### config.mk
export PLATFORM = sky130hd
export DESIGN_NAME = iate_cell
export DESIGN_NICKNAME = d
export VERILOG_FILES = /design/src/assert_macros.svh /design/src/iate_pkg.sv /design/src/iate_cell.sv
export SDC_FILE = /design/constraint.sdc
export NUM_CORES = 1
export LEC_CHECK = 0
export BUFFER_PORTS_ARGS = -buffer_cell sky130_fd_sc_hd__buf_2
export CAP_MARGIN = 25
export CORE_ASPECT_RATIO = 1.1
export CORE_UTILIZATION = 25
export CTS_CLUSTER_DIAMETER = 120
export DETAILED_ROUTE_END_ITERATION = 10
export PLACE_DENSITY = 0.63
export SYNTH_ARGS = -nofsm -noshare
export SYNTH_HDL_FRONTEND = slang
export SYNTH_SLANG_ARGS = --single-unit
### constraint.sdc
create_clock -name clk -period 3.2 [get_ports clk]
set_input_delay 0.64 -clock clk [delete_from_list [all_inputs] [get_ports clk]]
set_output_delay 0.64 -clock clk [all_outputs]
set_load 0.01 [all_outputs]
### src/assert_macros.svh
// Assertion macros used by the top level of the array engine.
`ifndef ASSERT_MACROS_SVH
`define ASSERT_MACROS_SVH

// Checked every clock, held off while reset is high.
`define IATE_ASSERT(label, prop, msg) \
  label: assert property (@(posedge clk) disable iff (rst) (prop)) else $error(msg);

// Checked every clock, reset included.
`define IATE_ASSERT_ALWAYS(label, prop, msg) \
  label: assert property (@(posedge clk) (prop)) else $error(msg);

`endif

### src/iate_pkg.sv
// Package: beat types, command and status codes, cell operation codes.
`default_nettype none

package iate_pkg;

  localparam int unsigned CAPACITY_DEF = 64;
  localparam int unsigned IDX_W        = 7;
  localparam int unsigned WORD_W       = 32;
  localparam int unsigned CMD_W        = 4;
  localparam int unsigned STATUS_W     = 2;

  // command codes
  localparam logic [CMD_W-1:0] CMD_APPEND = 4'd0;
  localparam logic [CMD_W-1:0] CMD_REMOVE = 4'd1;
  localparam logic [CMD_W-1:0] CMD_CLEAR  = 4'd2;
  localparam logic [CMD_W-1:0] CMD_ERASE  = 4'd3;
  localparam logic [CMD_W-1:0] CMD_INSERT = 4'd4;
  localparam logic [CMD_W-1:0] CMD_RESIZE = 4'd5;
  localparam logic [CMD_W-1:0] CMD_FILL   = 4'd6;
  localparam logic [CMD_W-1:0] CMD_READ   = 4'd7;
  localparam logic [CMD_W-1:0] CMD_WRITE  = 4'd8;

  // status codes
  localparam logic [STATUS_W-1:0] ST_OK    = 2'd0;
  localparam logic [STATUS_W-1:0] ST_RANGE = 2'd1;
  localparam logic [STATUS_W-1:0] ST_FULL  = 2'd2;

  // operation broadcast to every cell; only checked, accepted commands get one
  typedef enum logic [2:0] {
    OP_NONE,
    OP_APPEND,
    OP_ERASE,
    OP_INSERT,
    OP_RESIZE,
    OP_FILL,
    OP_READ,
    OP_WRITE
  } cell_op_t;

  typedef struct packed {
    cell_op_t          op;
    logic [WORD_W-1:0] value;
  } cell_ctl_t;

  typedef struct packed {
    logic [CMD_W-1:0]         command;
    logic [IDX_W-1:0]         index;
    logic signed [WORD_W-1:0] value;
    logic [IDX_W-1:0]         new_length;
  } in_beat_t;

  typedef struct packed {
    logic [STATUS_W-1:0]      status;
    logic [IDX_W-1:0]         length;
    logic                     is_empty;
    logic signed [WORD_W-1:0] read_data;
  } out_beat_t;

endpackage

`default_nettype wire

### src/iate_cell.sv
// One array slot: holds an entry and shifts it to or from its neighbors.
`default_nettype none

module iate_cell #(
  parameter int unsigned POS   = 0,
  parameter int unsigned CMP_W = 7
) (
  input  logic                     clk,
  input  logic                     rst,
  input  iate_pkg::cell_ctl_t      ctl,
  input  logic [CMP_W-1:0]         idx,
  input  logic [CMP_W-1:0]         len,
  input  logic [CMP_W-1:0]         nlen,
  input  logic [iate_pkg::WORD_W-1:0] lower,
  input  logic [iate_pkg::WORD_W-1:0] upper,
  input  logic [iate_pkg::WORD_W-1:0] rd_in,
  output logic [iate_pkg::WORD_W-1:0] entry,
  output logic [iate_pkg::WORD_W-1:0] rd_out
);
  import iate_pkg::*;

  localparam logic [CMP_W-1:0] POS_C  = CMP_W'(POS);
  localparam logic [CMP_W-1:0] POS_P1 = CMP_W'(POS + 1);

  logic [WORD_W-1:0] entry_next;

  always_comb begin
    entry_next = entry;
    case (ctl.op)
      OP_APPEND: begin
        if (POS_C == len) entry_next = ctl.value;
      end
      OP_ERASE: begin
        if (POS_C >= idx && POS_P1 < len) entry_next = upper;
      end
      OP_INSERT: begin
        if (POS_C == idx) begin
          entry_next = ctl.value;
        end else if (POS_C > idx && POS_C <= len) begin
          entry_next = lower;
        end
      end
      OP_RESIZE: begin
        if (POS_C >= len && POS_C < nlen) entry_next = '0;
      end
      OP_FILL: begin
        if (POS_C < nlen) entry_next = ctl.value;
      end
      OP_WRITE: begin
        if (POS_C == idx) entry_next = ctl.value;
      end
      default: entry_next = entry;
    endcase
  end

  always_ff @(posedge clk) begin
    if (rst) begin
      entry <= '0;
    end else begin
      entry <= entry_next;
    end
  end

  // read data rides an OR chain down the row
  assign rd_out = rd_in | ((ctl.op == OP_READ && POS_C == idx) ? entry : '0);

endmodule

`default_nettype wire

== Word-level counts from Yosys, hierarchy flattened ==
Cells that the tools add are included.

* Flip-flop bits (word level): 32
* Bits of input ports: 154

* $lt $le $gt $ge: 6
* Eq/ne operators: 13
* Mux-type cells: 9
* Bitwise logic cells: 1
* Reductions and logical operators: 8

{| class="wikitable"
|+ Operator list
! cell !! count
|-
| $mux 32 || 8
|-
| $pmux 32 s6 || 1
|-
| $or 32x32->32 || 1
|-
| $ge 1x7->1 const A || 2
|-
| $logic_not 7->1 || 2
|-
| $lt 1x7->1 const A || 2
|-
| $eq 3x3->1 const B || 4
|-
| $ne 2x2->1 const B || 5
|-
| $gt 1x7->1 const A || 1
|-
| $le 1x7->1 const A || 1
|-
| $reduce_and 7->1 || 1
|-
| $eq 3x2->1 const B || 2
|-
| $reduce_bool 6->1 || 1
|-
| $logic_and 1x1->1 || 4
|-
| $eq 3x1->1 const B || 1
|-
| $ne 3x3->1 const B || 1
|}

== Depth between registers and ports, before layout ==
Gate-level depths: netlist of run 1.

* Word-level depth: 5
* Depth in mapped cells: 7

== Worst setup path before layout of run 1 ==
No wires, ideal clock.

* Path type: input to output
* Start: in idx[3]
* End: out rd_out[10] (netlist bit)
* Arrival time: 2.259 ns
* Data required time: 2.560 ns
* Path slack: 0.301 ns
* Stages: 5
* Buffers on the path: 1
* Cell sequence: or4_1 > or4_4 > nor3_2 > buf_2 > a21o_1

* Longest elaborated chain between the ends: 4

{| class="wikitable"
|+ RTL lines
! what !! line !! text
|-
| from (decl) || iate_cell.sv:11 || <nowiki>input logic [CMP_W-1:0] idx,</nowiki>
|-
| $logic_not 7->1 || iate_cell.sv:65 || <nowiki>assign rd_out = rd_in | ((ctl.op == OP_READ && POS_C == idx) ? entry : '0);</nowiki>
|-
| $logic_and 1x1->1 || iate_cell.sv:65 ||
|-
| $mux 32 || iate_cell.sv:65 ||
|-
| $or 32x32->32 || iate_cell.sv:65 ||
|-
| to (decl) || iate_cell.sv:18 || <nowiki>output logic [iate_pkg::WORD_W-1:0] rd_out</nowiki>
|}

Every way passes these cells.

== Final worst setup path of run 1 ==
* Start: in idx[3]
* End: out rd_out[3] (netlist bit)

Same word-level chain as after synthesis.

==> results.json, run 1 <==
{
  "preCtsSetupSlack_ns": 0.07778,
  "internal_power_uw": 754.2,
  "yosys_warnings": 0,
  "crit_path_start_kind": "input port",
  "postCtsSetupRepairBufs": 0,
  "postSynthCellCount": 246,
  "grt_pass1_wl_microns": 12470,
  "cts_buffers": 5,
  "slew_headroom": 0.3546,
  "power_switching_uw": 336.9,
  "endpoint_kind": "output port",
  "htree_levels": 2,
  "cts_sinks": 32,
  "p_seq_frac": 0.403,
  "setup_viol": 0,
  "areaGrowthSynthToFinish_pct": 55.06,
  "grt_util_all_layers": 0.1667,
  "rows": 36,
  "ctsHoldBuffers": 0,
  "layout_min_cycle_time_ns": 3.095,
  "clkPwrFrac": 0.286,
  "antenna_found_initial": 0,
  "antenna_left": 0,
  "clkLatencyLatePin_ns": 0.28,
  "yosysSeqAreaShare": 0.2739,
  "grt_max_degree": 33,
  "post-route-period-util": 0.9673,
  "grt_pass1_vias": 2556,
  "cts_tree": "done",
  "p_comb_frac": 0.312,
  "cp.arrival_ns": 2.46,
  "syn_avg_cell_area_sq_um": 9.506,
  "die-height_microns": 103.4,
  "gp_congestion": 0.7243,
  "wl_per_cell_microns": 15.24,
  "io_pins": 218,
  "port_buffers": 217,
  "crit_path_end": "rd_out[3]",
  "powerDensity_nw_per_um2": 300.9,
  "startpoint": "idx[3]",
  "largest_reg_flops": 32,
  "clockRootBuffer": "clkbuf_8",
  "design.core.area_sq_um": 8964,
  "leakagePower_nw": 1.870,
  "peakVddDrop_uv": 123.2,
  "fin_skew_ns": 0,
  "maxCapViolCount": 0,
  "reg2reg_slack_ns": 2.27,
  "async_reset_ff_frac": 0,
  "slew_viol_final": 0,
  "diodes": 0,
  "largest_register": "entry",
  "placed_cell_area_sq_um": 3535,
  "reg_top3": "entry x32",
  "run_status": "finished, final reports clean",
  "cts_resized": 0,
  "ys_ff_latch": 32,
  "drt-total-wl_microns": 8685,
  "hold_class": "reg -> reg",
  "p_sw_frac": 0.3088,
  "syn_nets": 400,
  "initialDrtViolationCount": 39,
  "path_clk_slew_ns": 0.07,
  "path_max_fanout": 14,
  "hold_viol": 0,
  "grt_overflow": 0,
  "dr.pass1.iters": 4,
  "worstRegToRegCells": 2,
  "syn_area_sq_um": 2338,
  "place_hpwl_microns": 6755,
  "timing.fmax_mhz": 323.1,
  "synth_flop_cell": "dfxtp_1",
  "postLayoutCellArea_sq_um": 3626,
  "yosysUniqueCellTypes": 28,
  "rsz0062_at_grt": "false",
  "crit_type": "in -> out",
  "finalWorstSetupSlack_ns": 0.1048,
  "vias": 2883,
  "r2r_start": "entry[22]",
  "cts.path.max_buffers": 2,
  "drive_above_1_share": 0.6096,
  "die_w_microns": 94.22,
  "r2r-end": "entry[22]",
  "design.die.area_sq_um": 9745,
  "synth-edff-count": 0,
  "layout.nets": 609,
  "start_util": 0.2609,
  "tightest_slew_ns": 0.9670,
  "final.setup.tns_ns": 0,
  "critical_path_required_ns": 2.56,
  "via_per_inst": 5.058,
  "drc": 0
}
## critical path, stage by stage
cell and delay [ns]:
buf_2 0.09, or4_1 0.53, or4_4 0.48, nor3_4 0.21, buf_4 0.24, a21o_1 0.14, buf_2 0.13
## layout make-up
cell class / instances / area (sq um)
sequential: 32 / 640.6
fill: 942 / 5338
clock buffer: 5 / 68.82
tap: 114 / 142.6
multi-input combinational: 184 / 1553
inverter: 1 / 3.754
timing repair buffer: 231 / 1199
clock inverter: 3 / 18.77
## kinds of logic after synthesis
group | count (synthesis) | synth area share
buf+inv | 30 | 0.07437
flops | 32 | 0.2739
simple gates | 51 | 0.1423
compound gates | 133 | 0.5094
## cells in the final DEF (no fill, tap or decap), drive strengths merged
cell | synthesis | routed
inv | 1 | 1
nand3b | 2 | 2
o211a | 1 | 1
or3 | 1 | 1
nor4 | 3 | 3
o22ai | 1 | 1
a21o | 32 | 32
clkinv | 0 | 3
and2 | 32 | 32
nand2 | 1 | 1
or3b | 1 | 1
dfxtp | 32 | 32
nor2 | 2 | 2
or4 | 3 | 3
buf | 14 | 231
clkbuf | 15 | 5
nand2b | 2 | 2
nor2b | 1 | 1
a221oi | 32 | 32
nor3 | 2 | 2
o41ai | 32 | 32
a21oi | 35 | 35
and3 | 1 | 1
## synth_stat cells (2+ instances only)
cell	number	area, sq um
a21oi_1	34	170.2
a21o_1	32	240.2
and2_1	32	200.2
dfxtp_1	32	640.6
o41ai_1	32	280.3
a221oi_2	30	450.4
clkbuf_1	15	56.30
buf_2	7	35.03
buf_6	7	78.83
a221oi_1	2	17.52
nand2b_1	2	12.51
nand3b_1	2	15.01
nor2_1	2	7.510
nor4_1	2	12.51
or4_1	2	15.01
## worst min-delay path by stage
stage	endpoint	depth (start not counted)	startpoint
final	entry[3]	2	entry[3]
after global routing	entry[4]	2	entry[4]
after CTS	entry[3]	2	entry[3]
after detailed placement	entry[3]	2	entry[3]
after global placement	entry[13]	2	entry[13]
after floorplan	entry[25]	2	entry[25]
## layer usage
layer / vias to the layer above / wire [microns] / global-route usage
met4: 0 / 48 / 0.03550
met3: 2 / 528 / 0.02558
met2: 128 / 4676 / 0.3311
met1: 1336 / 3430 / 0.1850
met5: - / 0 / 0
li1: 1417 / - / -
## metrics by stage
step	power, mW	util	std cells	hold slack [ns]
after floorplan	0.6211	-	246	0.5928
after global placement	0.7853	0.3931	561	0.5442
after detailed placement	0.7925	0.3943	562	0.5606
after CTS	1.122	0.4041	570	0.5803
after global routing	1.173	0.4045	570	0.6140
final	1.091	0.4045	570	0.5701
## power groups by stage
stage	Combinational (mW)	Clock, mW	Sequential (mW)
5_1_grt	0.374	0.357	0.443
4_1_cts	0.345	0.338	0.440
6_report	0.340	0.312	0.439
3_5_place_dp	0.343	0	0.449
2_1_floorplan	0.166	0	0.456
3_3_place_gp	0.337	0	0.448
(Power assumes the default switching activity.)
==> run 2: changes to the inputs <==
--- a/config.mk
+++ b/config.mk
@@ -7,11 +7,11 @@
 export LEC_CHECK = 0
 export BUFFER_PORTS_ARGS = -buffer_cell sky130_fd_sc_hd__buf_2
 export CAP_MARGIN = 25
-export CORE_ASPECT_RATIO = 1.1
-export CORE_UTILIZATION = 25
+export CORE_AREA = 2 2 85 87
 export CTS_CLUSTER_DIAMETER = 120
 export DETAILED_ROUTE_END_ITERATION = 10
-export PLACE_DENSITY = 0.63
+export DIE_AREA = 0 0 87 89
+export PLACE_DENSITY = 0.81
 export SYNTH_ARGS = -nofsm -noshare
 export SYNTH_HDL_FRONTEND = slang
 export SYNTH_SLANG_ARGS = --single-unit
==> run 2 against run 1 <==
Global-route usage increased by 3.5 points. Clock skew stayed put. Sequential share of layout area up 0.18 points. Clock-buffer cell count is 1 higher. Sequential cell count unchanged. Sequential power is essentially flat. Total power up 0.97%. Hold slack worse by 0.0023 ns. Die area down 21%. Non-clock buffer count fell by 3.
==> results.json, run 2 (synthesis gave the netlist of run 1 again) <==
{
  "gp_congestion": 0.7484,
  "io_pins": 218,
  "via_per_inst": 5.540,
  "drive_above_1_share": 0.6071,
  "fillCellCount": 631,
  "largest_reg_flops": 32,
  "rows": 30,
  "ctsHoldBuffers": 0,
  "grt_overflow": 0,
  "areaGrowthSynthToFinish_pct": 53.50,
  "grt_max_degree": 33,
  "layout_min_cycle_time_ns": 3.113,
  "clkLatencyLatePin_ns": 0.27,
  "die-height_microns": 89,
  "crit_buf_inv": 3,
  "clockRootBuffer": "clkbuf_8",
  "layout.nets": 606,
  "place_hpwl_microns": 6657,
  "powerDensity_nw_per_um2": 306.9,
  "antenna_found_initial": 0,
  "tightest_slew_ns": 0.9655,
  "rsz0062_at_grt": "false",
  "crit_path_frequent_cell": "buf_2",
  "layout_commonest_cell": "buf_2",
  "fin_cells": 533,
  "p_total_mw": 1.102,
  "grt_util_all_layers": 0.2015,
  "maxCapViolCount": 0,
  "dr.pass1.iters": 4,
  "postCtsSetupRepairBufs": 0,
  "port_buffers": 217,
  "cpLargestDelayFamily": "simple AND/OR/NAND/NOR gates",
  "largest_register": "entry",
  "regArea_sq_um": 640.6,
  "diodes": 0,
  "antenna_left": 0,
  "path_clk_slew_ns": 0.07,
  "slew_viol_final": 0,
  "setup_viol": 0,
  "cp.arrival_ns": 2.47,
  "start_util": 0.3480,
  "final.setup.tns_ns": 0,
  "timing.fmax_mhz": 321.3,
  "multi_input_area_sq_um": 1545,
  "hold_viol": 0,
  "path_max_fanout": 32,
  "cts.path.max_buffers": 2,
  "hold_class": "reg -> reg",
  "leakagePower_nw": 1.868,
  "slew_headroom": 0.3563,
  "critical_path_required_ns": 2.56,
  "post-route-period-util": 0.9727,
  "wl_per_cell_microns": 16.43,
  "crit_type": "in -> out",
  "run_status": "finished, final reports clean",
  "peakVddDrop_uv": 151.8,
  "grt_pass1_wl_microns": 12380,
  "grt_pass1_vias": 2676,
  "endpoint_kind": "output port",
  "cts_resized": 0,
  "reg_top3": "entry x32",
  "final_cell_mix": "buf_2, a21oi_1",
  "cts_buffers": 5,
  "drt-total-wl_microns": 8755,
  "fin_skew_ns": 0,
  "reg2reg_slack_ns": 2.26,
  "cts_tree": "done",
  "path_cells": "buf_2, or4_1, or4_4, nor3_4, buf_12, a21o_1, buf_2",
  "cp_slowest_cell": "or4_1",
  "htree_levels": 2,
  "timing.hold.ws_ns": 0.5678,
  "cts_sinks": 32,
  "drc": 0,
  "max_stage_delay_ns": 0.54,
  "finalWorstSetupSlack_ns": 0.08744,
  "preCtsSetupSlack_ns": 0.09111,
  "design.core.area_sq_um": 6719,
  "initialDrtViolationCount": 88,
  "placed_cells": 523,
  "vias": 2953,
  "crit_path_start_kind": "input port",
  "design.die.area_sq_um": 7743,
  "die_w_microns": 87
}
-- run 2: per-stage QoR --
step	instance area (sq um)	utilization
6_report	3590	0.5343
5_1_grt	3590	0.5343
4_1_cts	3561	0.5300
3_5_place_dp	3468	0.5162
3_3_place_gp	3468	0.5162
2_1_floorplan	2338	-
-- run 2: final timing paths --
| path | from | end | cells after the start |
|---|---|---|---|
| worst max register to register | entry[9] | entry[9] | 2 |
| worst max-delay path | idx[3] | rd_out[28] | 7 |
| worst min-delay path | entry[21] | entry[21] | 2 |
| worst min register to register | entry[21] | entry[21] | 2 |
-- run 2: power breakdown --
group	total [mW]	internal, mW	leakage (nW)	switching, mW
sequential	0.439	0.421	0.262	0.0179
clock	0.317	0.171	0.0510	0.146
combinational	0.345	0.183	1.56	0.162
total	1.10	0.776	1.87	0.326
-- run 2: tightest hold or removal path, delay by kind of cell (launching register included) --
kind               cells  cell delay, ns
AOI/OAI and AO/OA      2            0.19
DFF                    1            0.35
-- run 2: layer usage --
metal	vias up	wire, microns	track usage
li1	1416	-	-
met1	1383	3439	0.2349
met4	0	76	0.05540
met5	-	0	0
met3	6	650	0.03601
met2	148	4589	0.3775
-- run 2: final cells by class --
cell class                      count  area share
Clock buffer                        6     0.02300
Clock inverter                      2    0.002788
Tap cell                           80     0.02788
Timing Repair Buffer              228      0.3364
Sequential cell                    32      0.1785
Multi-Input combinational cell    184      0.4305
Inverter                            1    0.001046
==> run 3: changes to the inputs <==
--- a/config.mk
+++ b/config.mk
@@ -5,13 +5,14 @@
 export SDC_FILE = /design/constraint.sdc
 export NUM_CORES = 1
 export LEC_CHECK = 0
+export ABC_AREA = 1
 export BUFFER_PORTS_ARGS = -buffer_cell sky130_fd_sc_hd__buf_2
 export CAP_MARGIN = 25
-export CORE_AREA = 2 2 85 87
+export CORE_ASPECT_RATIO = 1.1
+export CORE_UTILIZATION = 40
 export CTS_CLUSTER_DIAMETER = 120
 export DETAILED_ROUTE_END_ITERATION = 10
-export DIE_AREA = 0 0 87 89
-export PLACE_DENSITY = 0.81
+export PLACE_DENSITY = 0.86
 export SYNTH_ARGS = -nofsm -noshare
 export SYNTH_HDL_FRONTEND = slang
 export SYNTH_SLANG_ARGS = --single-unit
==> run 3 against run 2 <==
Worst setup slack better by 0.70 ns. Combinational power rose by 27%. Die area decreased by 6.9%. Synthesized cell count up 110%. Utilization increased by 6.4 points. Clock power is 2% lower. First-iteration DRC count is 3.4% lower. Area after synthesis is 18% higher. Sequential share of layout area shrank 1.7 points. Sequential power grew 4%. Maximum frequency increased by 29%. Via count up 27%. Largest power group unchanged. Highest routed layer unchanged.
==> results.json, run 3 <==
{
  "hold_viol": 0,
  "r2r-end": "entry[27]",
  "cts_tree": "done",
  "yosys_warnings": 0,
  "postSynthCellCount": 514,
  "slew_headroom": 0.5584,
  "clkLatencyLatePin_ns": 0.28,
  "diodes": 0,
  "async_reset_ff_frac": 0,
  "utilization": 0.5978,
  "die_w_microns": 81.04,
  "timing.hold.ws_ns": 0.5347,
  "slew_viol_final": 0,
  "leakagePower_nw": 2.457,
  "endpoint_kind": "output port",
  "yosysTopAreaCell": "nand2_1",
  "antenna_found_initial": 0,
  "postCtsSetupRepairBufs": 0,
  "largest_reg_flops": 32,
  "cpLargestDelayFamily": "buffers and inverters",
  "maxCapViolCount": 0,
  "crit_path_start_kind": "input port",
  "antenna_left": 0,
  "reg2reg_slack_ns": 2.49,
  "grt_pass1_vias": 3267,
  "htree_levels": 2,
  "max_stage_delay_ns": 0.26,
  "final.setup.tns_ns": 0,
  "cts.path.max_buffers": 2,
  "drt-total-wl_microns": 9309,
  "yosysUniqueCellTypes": 20,
  "final_cell_mix": "nand2_1, buf_2, inv_1",
  "grt_max_degree": 65,
  "layout_commonest_cell": "nand2_1",
  "layout.nets": 875,
  "cp_slowest_cell": "buf_4",
  "post-route-period-util": 0.7536,
  "worstRegToRegCells": 4,
  "initialDrtViolationCount": 85,
  "place_hpwl_microns": 7225,
  "ys_ff_latch": 32,
  "synth-edff-count": 0,
  "crit_path_frequent_cell": "buf_2",
  "run_status": "finished, final reports clean",
  "grt_overflow": 0,
  "grt_pass1_wl_microns": 13650,
  "yosys.area_share.simple": 0.4811,
  "fin_cells": 804,
  "start_util": 0.4145,
  "areaGrowthSynthToFinish_pct": 44.24,
  "setup_viol": 0,
  "tightest_slew_ns": 0.6624,
  "synth_fa_ha_area_frac": 0,
  "clockRootBuffer": "clkbuf_8",
  "path_cells": "buf_2, nor2_1, nand2_1, nor2_4, nand4_1, buf_4, o21bai_1, buf_2",
  "via_per_inst": 4.670,
  "synth_compound_area_frac": 0.1356,
  "muxShareOfSynthArea": 0,
  "path_max_fanout": 32,
  "dr.pass1.iters": 5,
  "grt_util_all_layers": 0.2452,
  "hold_class": "reg -> reg",
  "reg_top3": "entry x32",
  "crit_type": "in -> out",
  "cts_buffers": 5,
  "port_buffers": 217,
  "wl_per_cell_microns": 11.58,
  "largest_register": "entry",
  "layout_min_cycle_time_ns": 2.412,
  "placed_cells": 795,
  "powerDensity_nw_per_um2": 303.8,
  "vias": 3755,
  "timing.fmax_mhz": 414.7,
  "rsz0062_at_grt": "false",
  "cp.arrival_ns": 1.77,
  "hold_start": "entry[18]",
  "peakVddDrop_uv": 173.4,
  "crit_cells": 8,
  "synth_most_common_cell": "nand2_1",
  "gp_congestion": 0.8487,
  "hold_depth": 4,
  "syn_avg_cell_area_sq_um": 5.348,
  "design.die.area_sq_um": 7208,
  "fin_skew_ns": 0,
  "yosysSeqAreaShare": 0.2330,
  "drive_above_1_share": 0.3310,
  "syn_nets": 668,
  "die-height_microns": 88.95,
  "syn_area_sq_um": 2749,
  "r2r_start": "entry[27]",
  "cts_resized": 0,
  "ctsHoldBuffers": 0,
  "min_to": "entry[18]",
  "ys_top_cells_by_area": "nand2_1, dfxtp_1, o21bai_1",
  "ys_top_cells_by_count": "nand2_1, inv_1, nor2_1",
  "synth_flop_cell": "dfxtp_1",
  "critical_path_required_ns": 2.56,
  "drc": 0,
  "synth_top_family_by_area": "simple AND/OR/NAND/NOR gates",
  "fillCellCount": 650,
  "path_clk_slew_ns": 0.07,
  "rows": 31,
  "crit_buf_inv": 3,
  "cts_sinks": 32,
  "io_pins": 218,
  "yosysTopAreaCellShare": 0.3086,
  "synthXorXnorAreaFrac": 0,
  "design.core.area_sq_um": 6633
}
==> run 3: changes by cell type in the layout (fill, tap and decap cells not counted), sizes merged, moves of 34 or more <==
cell / previous run / this run
nand2: 1 / 228
inv: 1 / 80
nor2: 2 / 62
o21bai: 0 / 48
nand3: 0 / 36
a21oi: 35 / 1
==> run 3: final cells by class <==
class	instances	area, sq um	area share
inverters	80	300.3	0.07573
clock inverters	3	18.77	0.004733
multi-input cells	379	1695	0.4276
clock buffers	5	68.82	0.01736
well taps	82	102.6	0.02588
repair buffers	223	1139	0.2872
flip-flops and latches	32	640.6	0.1616
==> run 3: worst max-delay path by stage <==
| stage | end | startpoint | slack (ns) |
|---|---|---|---|
| 2_1_floorplan | rd_out[10] | idx[0] | 0.94 |
| 3_3_place_gp | entry[15] | idx[1] | 0.76 |
| 3_5_place_dp | entry[28] | idx[1] | 0.65 |
| 4_1_cts | rd_out[22] | idx[1] | 0.81 |
| 5_1_grt | rd_out[4] | idx[3] | 0.69 |
| 6_report | rd_out[22] | idx[1] | 0.79 |
==> run 3: report_power, final <==
| group | internal, mW | switching [mW] |
|---|---|---|
| logic | 0.194 | 0.244 |
| registers | 0.437 | 0.0199 |
| clock network | 0.151 | 0.159 |
==> run 3: stage by stage <==
step | setup slack [ns] | power (mW) | area, sq um
after floorplan | 0.9416 | 0.7070 | 2749
after global placement | 0.7605 | 0.8917 | 3862
after detailed placement | 0.6461 | 0.9005 | 3862
after CTS | 0.8073 | 1.217 | 3950
after global routing | 0.6889 | 1.294 | 3965
final | 0.7883 | 1.205 | 3965
==> run 3: worst register-to-register path: stages, from the launching register on <==
cell and delay (ns):
dfxtp_1 0.37, inv_1 0.07, nand2_1 0.06, nand2_1 0.06, nor2_1 0.09
==> run 3: logic make-up after synthesis <==
family                 Yosys count
AND/OR/NAND/NOR                329
buffers and inverters          103
flip-flops                      32
AO/OA/AOI/OAI                   50
==> run 3: per-layer routing <==
layer	wire [microns]	vias to the layer above	GRT usage	part of all wire
li1	-	1946	-	-
met1	3702	1634	0.2430	0.40
met2	4851	156	0.4989	0.52
met3	582	19	0.04694	0.063
met4	172	0	0.08279	0.018
met5	0	-	0	0
